`src/rtl/dti_pkg.sv`:
```
// ----------------------------------------------------------------------------
// dti_pkg
// Shared types and constants for the decision tree inference block:
// node entry layout, split decision result and action codes.
// ----------------------------------------------------------------------------
`default_nettype none

package dti_pkg;

    localparam int IDX_W     = 10;   // node / feature index field width
    localparam int FEAT_W    = 6;    // split feature field width
    localparam int DATA_W    = 32;   // Q16.16 words
    localparam int ACT_W     = 2;
    localparam int S_TDATA_W = 200;  // 198 payload bits padded to bytes
    localparam int M_TDATA_W = 48;   // 42 payload bits padded to bytes
    localparam int IDX_SPACE = 1 << IDX_W;

    typedef enum logic [ACT_W-1:0] {
        ACT_WR_NODE  = 2'd0,
        ACT_WR_FEAT  = 2'd1,
        ACT_CLASSIFY = 2'd2
    } t_action;

    typedef struct packed {
        logic              leaf;
        logic              categorical;
        logic [IDX_W-1:0]  left;
        logic [IDX_W-1:0]  right;
        logic [FEAT_W-1:0] feature;
        logic [DATA_W-1:0] threshold;
        logic [DATA_W-1:0] mask;
        logic [DATA_W-1:0] rate;
    } t_node;

    typedef struct packed {
        logic             fault;
        logic [IDX_W-1:0] next;
    } t_split;

endpackage

`default_nettype wire

```
`src/rtl/dti_split.sv`:
```
// ----------------------------------------------------------------------------
// dti_split
// Split test unit shared by every node visit: numeric compare against the
// threshold or categorical mask lookup, child select and range checks.
// ----------------------------------------------------------------------------
`default_nettype none

module dti_split #(
    parameter int MAX_NODES      = 1024,
    parameter int MAX_CATEGORIES = 32
) (
    input  wire dti_pkg::t_node              i_node,
    input  wire logic [dti_pkg::DATA_W-1:0]  i_value,
    output dti_pkg::t_split                  o_split
);

    localparam int CatLimit = (MAX_CATEGORIES < 32) ? MAX_CATEGORIES : 32;
    localparam logic [14:0] CatLimitW = 15'(CatLimit);
    localparam logic [16:0] MaxNodesW = 17'(MAX_NODES);

    logic                      cat_ok;
    logic [4:0]                cat_bit;
    logic                      go_left;
    logic [dti_pkg::IDX_W-1:0] next;

    always_comb begin
        // code = floor(value / 2^16); valid range 1..CatLimit
        cat_ok  = !i_value[31] && (i_value[30:16] != '0) && (i_value[30:16] <= CatLimitW);
        // code 32 wraps to bit 31 in five bits
        cat_bit = i_value[20:16] - 5'd1;
        if (i_node.categorical) begin
            go_left = i_node.mask[cat_bit];
        end else begin
            go_left = $signed(i_value) <= $signed(i_node.threshold);
        end
        next            = go_left ? i_node.left : i_node.right;
        o_split.next    = next;
        o_split.fault   = (i_node.categorical && !cat_ok) || (17'(next) >= MaxNodesW);
    end

endmodule

`default_nettype wire

```
`config.mk`:
```
export PLATFORM = sky130hd
export DESIGN_NAME = dti_split
export DESIGN_NICKNAME = d
export VERILOG_FILES = /design/src/rtl/dti_pkg.sv /design/src/rtl/dti_split.sv
export SDC_FILE = /design/constraint.sdc
export NUM_CORES = 1
export LEC_CHECK = 0
export BUFFER_PORTS_ARGS = -buffer_cell sky130_fd_sc_hd__buf_2
export CAP_MARGIN = 20
export CORE_MARGIN = 10
export CORE_UTILIZATION = 34
export DETAILED_ROUTE_END_ITERATION = 8
export PLACE_DENSITY = 0.82
export SLEW_MARGIN = 25
export SYNTH_ARGS = -nofsm -noshare
export SYNTH_HDL_FRONTEND = slang
export SYNTH_SLANG_ARGS = --single-unit
```
`constraint.sdc`:
```
create_clock -name vclk -period 3.15
set_input_delay 0.63 -clock vclk [all_inputs]
set_output_delay 0.63 -clock vclk [all_outputs]
set_load 0.03 [all_outputs]
```
* After elaboration in Yosys (flattened, before gate mapping) *
Cells that the tools add are included.

word-level totals
  register bits after elaboration = 0
  logic and storage cells = 14

cells by class
  add/subtract/negate cells = 1
  order comparisons = 3
  mux-type cells = 4
  reductions and logical operators = 6

operators by type and width
  operator               count
  $le A32 B32 Y1         1
  $le A15 B6 Y1 const B  1
  $reduce_bool A15 Y1    1
  $mux W10               1
  $lt A5 B6 Y1 const B   1
  $bmux W1 S5            1
  $sub A5 B1 Y5 const B  1
  $logic_and A1 B1 Y1    3
  $logic_not A1 Y1       2
  $mux W1                2

* Logic depth before layout (Yosys ltp) *
Gate-level depths: netlist of run 1.

  word-level depth = 5
  gate-level depth with buffers = 10

* Least setup slack after synthesis of run 1 *
OpenSTA, ideal clock, no wires.

  path kind = input-to-output
  start = in i_value[16] (netlist name)
  end = out o_split[0] (netlist name)
  data arrival time = 2.656 ns
  data required time = 2.520 ns
  slack = -0.136 ns
  cell stages on the path = 10
  buffers on the path = 3
  cell sequence = buf_4 -> inv_1 -> ha_1 -> clkbuf_1 -> mux4_2 -> mux2_2 -> o22ai_2 -> o21a_1 -> buf_6 -> o211ai_2

RTL lines
  element             line             source
  start: declaration  dti_split.sv:13  input wire logic [dti_pkg::DATA_W-1:0] i_value,
  end: declaration    dti_split.sv:14  output dti_pkg::t_split o_split

==> summary.md, run 1 <==
- 0.0741 mV — worst vdd rail ir drop
- -1.51 ns — final sum of negative setup slack
- 0 — Post-DRT Antenna Nets
- input port to primary output — critical path type
- 1750 sq um — multi-input gate area in the final layout
- 16.9% — total global-route track usage
- 13 — largest net degree at the start of global routing
- i_value[25] — source of the critical timing path
- 1.52 nW — Lkg Pwr
- 0.59 ns — delay of the slowest cell on the worst path
- 128 — count of input and output buffers
- 0 — Max Transition Viols Final
- 0.301 GHz — Max Clock Freq
- 88.4 um — Die Ht
- 7.84 sq um — Avg Inst Size Synth
- 35.8% — Initial Utilization
- 2180 — DR vias
- 4 — first-pass iteration count of the detailed router
- 203 — Post-Syn Instances
- i_node[118] — launch point of the worst hold path
- 3.33 ns — clock period minus worst slack
- yes — unrepaired setup endpoints after global routing
- 5.24 — routed via count divided by cell count
- finished with violations — result of the run
- 2507 — via count of the first global-routing pass
- 0 — GRT Residual Overflow
- 46 — First DRT Iteration DRCs
- negative setup slack — violated checks
- input port — startpoint kind of the worst setup timing path
- 40 — Unique masters post-synth
- 0 — final count of hold timing violations
- 1.64 ns — Fin Hold WS
- 0 sq um — Sequential Area
- 185 nW/um^2 — PD cells
- 25.9% — arithmetic-cell share of the synthesized area counting full adders, half adders and majority gates
- 60.2% — fraction of final layout cells sized beyond drive strength 1
- 5.76 mm — half-perimeter wire length of the detailed placement result
- -0.176 ns — min setup slack post-route
- 0.812 — GP Congestion
- 0 — max capacitance violation total
- 24 — standard-cell row count
- primary output — sort of element at the end of the critical path
- 4 — number of cells on the worst hold path
- buf_2, ha_1, nand4_1, or4_4, o21ai_4, a31o_4, buf_12, nand3_4, o211ai_4, buf_6 — sequence of cells on the critical path
- 0 — count of clock buffers in the final design
- 14.0% — mux contribution to synthesized area
- 0 — antenna violations before repair
- 0 — post-route DRC violation count
- 167 — I/O pin total
- 11.0 mm — first-pass GRT wire length
- 7820 sq um — floorplan die area
- 75.3% — Rel. slew slack
- 29.7% — compound-cell area share of the yosys netlist
- 88.4 um — width of the die
- 16.5 um — detailed-route wire length per cell
- compound AO/OA/AOI/OAI gates — dominant combinational cell family by area after synthesis
- 1590 sq um — cell area after synthesis
- 4440 sq um — Placeable Area
- 88.8% — Layout Area Growth over Synthesis
- 555 — nets@finish
- 0 — number of inserted diodes
- 3.22% — xor-xnor portion of the synthesized cell area
- sky130_fd_sc_hd__or4_4 — cell with the largest stage delay on the worst path
- 0 — number of sequential cells
- 106% — part of the cycle the worst path needs
- 16.4% — post-synthesis share of cell area spent on and, or, nand and nor gates
- 0% — proportion of synthesized chip area in sequential cells
- o_split[6] — hold path endpoint
- input port to primary output — Hold Crit Class
- 0 — Yosys warning count
- 0.371 ns — actual transition at the worst max-transition pin
- 5 — Crit Path Max Fanout
- 10 — Setup Viol. Count Final
- 67.6% — Util after Layout
- 350 — number of fillers in the final layout
- 392 — syn nets
- 2.52 ns — CP required
- 2.70 ns — arrival time at the worst endpoint
- 6.85 mm — sum of routed wire length over all layers
==> through the flow <==
step                std cells  setup slack [ns]  instance area, sq um  power (mW)
floorplan                 203           0.00551                  1690       0.287
global placement          411            -0.288                  2630       0.456
detailed placement        411            -0.353                  2630       0.472
finish                    416            -0.176                  3010       0.556
CTS                       415            -0.173                  2920       0.542
global route              416            -0.243                  3010       0.603
==> cells in the final DEF, fill, tap and decap left out, drive strengths merged <==
master  netlist  final
o31ai         1      1
and3          1      1
mux2          2      2
a22o          1      1
o211ai       21     21
nand3        12     12
xnor2         2      2
o31a          1      1
o22ai         1      1
or4           1      1
mux4          8      8
o21ai        17     17
a21oi        16     16
nand2         9      9
nor4          3      3
o21a          2      2
mux2i         2      2
nand4         5      5
ha           33     33
nor2b         2      2
xor2          3      3
nor3          2      2
buf           4    168
nor3b         1      1
a31oi         1      1
a31o          2      2
inv          35     35
a2111o        1      1
and4          4      4
nor2          4      4
and2          1      1
a21o          1      1
nand2b        1      1
==> worst max-delay path, delay by kind of cell <==
family / cells / cell delay, ns
compound gates: 3 / 0.57
simple gates: 3 / 0.81
buf+inv: 3 / 0.41
fa+ha+maj: 1 / 0.28
==> report_power, final <==
group	leakage (nW)	switching (mW)	internal, mW	total, mW
clock network	0	0	0	0
registers	0	0	0	0
logic	1.52	0.269	0.286	0.556
total	1.52	0.269	0.286	0.556
==> how the worst max path moves through the flow <==
stage	end	slack [ns]
2_1_floorplan	o_split[0]	0.006
3_3_place_gp	o_split[9]	-0.29
3_5_place_dp	o_split[9]	-0.35
4_1_cts	o_split[8]	-0.17
5_1_grt	o_split[1]	-0.24
6_report	o_split[1]	-0.18
==> Yosys cell counts <==
library cell | n | area share (%)
sky130_fd_sc_hd__inv_1 | 35 | 8.3
sky130_fd_sc_hd__ha_1 | 33 | 26
sky130_fd_sc_hd__o21ai_0 | 17 | 5.3
sky130_fd_sc_hd__a21oi_1 | 16 | 5.0
sky130_fd_sc_hd__nand3_1 | 12 | 3.8
sky130_fd_sc_hd__o211ai_1 | 11 | 5.2
sky130_fd_sc_hd__o211ai_2 | 10 | 7.9
sky130_fd_sc_hd__nand2_1 | 9 | 2.1
sky130_fd_sc_hd__mux4_2 | 8 | 11
sky130_fd_sc_hd__nand4_1 | 5 | 2.0
sky130_fd_sc_hd__and4_1 | 4 | 2.2
sky130_fd_sc_hd__nor2_1 | 4 | 0.94
sky130_fd_sc_hd__clkbuf_1 | 3 | 0.71
sky130_fd_sc_hd__nor4_1 | 3 | 1.2
sky130_fd_sc_hd__xor2_1 | 3 | 1.7
sky130_fd_sc_hd__buf_2 | 2 | 0.63
sky130_fd_sc_hd__mux2_2 | 2 | 1.4
sky130_fd_sc_hd__mux2i_1 | 2 | 1.3
sky130_fd_sc_hd__nor2b_1 | 2 | 0.79
sky130_fd_sc_hd__o21a_1 | 2 | 0.94
sky130_fd_sc_hd__a2111o_1 | 1 | 0.71
sky130_fd_sc_hd__a21o_1 | 1 | 0.47
sky130_fd_sc_hd__a22o_1 | 1 | 0.55
sky130_fd_sc_hd__a31o_1 | 1 | 0.55
sky130_fd_sc_hd__a31o_2 | 1 | 0.55
sky130_fd_sc_hd__a31oi_1 | 1 | 0.39
sky130_fd_sc_hd__and2_1 | 1 | 0.39
sky130_fd_sc_hd__and3_1 | 1 | 0.39
sky130_fd_sc_hd__buf_4 | 1 | 0.47
sky130_fd_sc_hd__buf_6 | 1 | 0.71
sky130_fd_sc_hd__nand2b_1 | 1 | 0.39
sky130_fd_sc_hd__nor3_1 | 1 | 0.31
sky130_fd_sc_hd__nor3_2 | 1 | 0.63
sky130_fd_sc_hd__nor3b_2 | 1 | 0.79
sky130_fd_sc_hd__o22ai_2 | 1 | 0.79
sky130_fd_sc_hd__o31a_1 | 1 | 0.55
sky130_fd_sc_hd__o31ai_2 | 1 | 0.79
sky130_fd_sc_hd__or4_1 | 1 | 0.47
sky130_fd_sc_hd__xnor2_1 | 1 | 0.55
sky130_fd_sc_hd__xnor2_2 | 1 | 1.0
==> final cells by class <==
type | instances | area share, %
Inverter | 35 | 4.37
Multi-Input combinational cell | 161 | 58.1
Tap cell | 52 | 2.16
Timing Repair Buffer | 168 | 35.3
==> what timing repair did <==
action / in CTS / in global routing
cloned: 1 / 0
hold buffers: 0 / 0
gates resized for setup: 51 / 19
buffers inserted: 3 / 1
pin swaps: 11 / 12
endpoints found under the setup margin: 10 / 10
==> kinds of logic (layout without fill, tap and decap cells) <==
logic type               count (synthesis)  after routing
AO/OA/AOI/OAI                           65             65
AND/OR/NAND/NOR                         46             46
buffers and inverters                   42            203
adder cells (fa/ha/maj)                 33             33
multiplexers                            12             12
XOR/XNOR                                 5              5
==> layer usage <==
layer	share of wire [%]	wire [um]	GRT usage [%]
met4	3.3	224	5.43
met5	0	0	0
met3	6.3	431	3.13
met1	35	2370	16.6
met2	56	3820	34.2
Note: power is estimated with default switching activity, not from simulation.
==> inputs of run 2 (changes only) <==
CELL_PAD_IN_SITES_DETAIL_PLACEMENT = 1   (was default)
CELL_PAD_IN_SITES_GLOBAL_PLACEMENT = 1   (was default)
CORE_UTILIZATION = 21   (was 34)
PLACE_DENSITY = default   (was 0.82)
PLACE_DENSITY_LB_ADDON = 0.1   (was default)
==> run 2 against run 1 <==
Compared with the run above:
- the flow still finishes with violations (negative setup slack)
- sequential cell count did not move
- combinational power grew 8.3%
- via count grew 1.7%
- core utilization fell by 21 points
==> summary.md, run 2 (same netlist as run 1, synthesis figures left out) <==
- input port to primary output — critical path type
- 0.0541 mV — worst vdd rail ir drop, -27%
- finished with violations — result of the run
- 77.2% — Rel. slew slack, +1.9 points
- 4 — number of cells on the worst hold path, unchanged
- 7290 sq um — Placeable Area, +64%
- 0 — number of sequential cells, unchanged
- 460 — cell total after placement, +12%
- -0.128 ns — min setup slack post-route, +0.0480 ns
- 10 — Crit Path Max Fanout, +5
- 0 — max capacitance violation total, unchanged
- -0.456 ns — worst setup timing slack at the placement stage, -0.102 ns
- 0.342 ns — actual transition at the worst max-transition pin, -0.0291 ns
- 4 — first-pass iteration count of the detailed router, unchanged
- 179 nW/um^2 — PD cells, -3.3%
- 128 — count of input and output buffers, unchanged
- 4.72 — routed via count divided by cell count, -9.9%
- 0 — Post-DRT Antenna Nets, unchanged
- 883 — number of fillers in the final layout, +150%
- 0.709 — GP Congestion, -13%
- input port — startpoint kind of the worst setup timing path
- i_node[113] — launch point of the worst hold path
- 7.28 mm — sum of routed wire length over all layers, +6.3%
- 0 — GRT Residual Overflow, unchanged
- o_split[1] — hold path endpoint
- 0 — number of inserted diodes, unchanged
- 0 — final count of hold timing violations, unchanged
- 13 — largest net degree at the start of global routing, unchanged
- 0.602 mW — Tot Pwr, +8.4%
- yes — unrepaired setup endpoints after global routing
- sky130_fd_sc_hd__buf_2 — most common library cell in the layout ignoring fill and taps
- 1.63 ns — Fin Hold WS, -0.00291 ns
- 0 sq um — Sequential Area, unchanged
- 167 — I/O pin total, unchanged
- 10 — Setup Viol. Count Final, unchanged
- 2.52 ns — CP required, about the same
- primary output — sort of element at the end of the critical path
- 107 um — Die Ht, +21%
- 0 — post-route DRC violation count, unchanged
- -1.16 ns — final sum of negative setup slack, +0.348 ns
- 0.305 GHz — Max Clock Freq, +1.5%
- 0 — Max Transition Viols Final, unchanged
- 104% — part of the cycle the worst path needs, -1.5 points
- 12.4% — total global-route track usage, -4.5 points
- 562 — nets@finish, +1.3%
- 6.21 mm — half-perimeter wire length of the detailed placement result, +7.7%
- 0 — count of clock buffers in the final design, unchanged
- input port to primary output — Hold Crit Class
- 2.65 ns — arrival time at the worst endpoint, -0.05 ns
- 31 — standard-cell row count, +29%
- negative setup slack — violated checks
- 2218 — DR vias, +1.7%
- 470 — number of standard cells in the final layout excluding fillers, +13%
- 12.2 mm — first-pass GRT wire length, +11%
- buf_6, inv_4, ha_4, nand4_1, buf_4, nor4_4, and3_4, o31a_1, buf_12, o21ai_0, buf_4, o211ai_4, buf_6 — sequence of cells on the critical path
- 11500 sq um — floorplan die area, +47%
- sky130_fd_sc_hd__nor4_4 — cell with the largest stage delay on the worst path
- 5 — First DRT Iteration DRCs, -89%
- 21.8% — Initial Utilization, -14 points
- 0.26 ns — delay of the slowest cell on the worst path, -0.33 ns
- 15.5 um — detailed-route wire length per cell, -5.9%
- 1.61 nW — Lkg Pwr, +5.6%
- 0 — antenna violations before repair, unchanged
- sky130_fd_sc_hd__buf_2, sky130_fd_sc_hd__buf_4, sky130_fd_sc_hd__buf_6, sky130_fd_sc_hd__inv_1, sky130_fd_sc_hd__ha_1 — most frequent cells in the layout
- 2663 — via count of the first global-routing pass, +6.2%
- 3.28 ns — clock period minus worst slack, -0.0480 ns
- 112% — Layout Area Growth over Synthesis
- 65.2% — fraction of final layout cells sized beyond drive strength 1, +5.1 points
- 107 um — width of the die, +21%
## run 2: report_power, final
group / internal, mW / switching, mW
clock: 0 / 0
sequential: 0 / 0
combinational: 0.322 / 0.280
## run 2: what timing repair did
action	CTS	global route
cloned	2	0
setup endpoints to repair	10	10
setup buffers	8	0
pin swaps	28	3
resized for setup	103	5
hold buffers	0	0
endpoints found under the hold margin	0	0
## run 2: worst max path at each step
| stage | startpoint | to | cells past startpoint |
|---|---|---|---|
| after floorplan | i_value[16] | o_split[0] | 10 |
| after global placement | i_node[69] | o_split[9] | 10 |
| after detailed placement | i_node[90] | o_split[6] | 12 |
| after CTS | i_value[30] | o_split[9] | 12 |
| after global routing | i_node[94] | o_split[1] | 13 |
| final | i_node[94] | o_split[1] | 13 |
## run 2: critical path, delay by kind of cell
| family | cells | cell delay [ns] |
|---|---|---|
| buf+inv | 6 | 0.77 |
| simple gates | 3 | 0.66 |
| compound gates | 3 | 0.34 |
| fa+ha+maj | 1 | 0.25 |
## run 2: metal layers
metal	vias up	GRT usage, %	share of wire, %
met5	-	0	0
met2	82	23.6	51
met3	0	4.25	9.0
li1	1111	-	-
met1	1025	13.4	40
met4	0	0.290	0
## run 2: per-stage QoR
step,cell area (sq um),utilization [%]
finish,3370,46.2
global route,3370,46.2
CTS,3350,46.0
detailed placement,2720,37.3
global placement,2720,37.3
floorplan,1690,-
## run 2: area by class of cell
type / instances / area, sq um / share of cell area (%)
multi-input combinational: 161 / 1860 / 55.3
timing repair buffer: 175 / 1250 / 37.0
inverter: 35 / 134 / 3.97
tap: 99 / 124 / 3.68
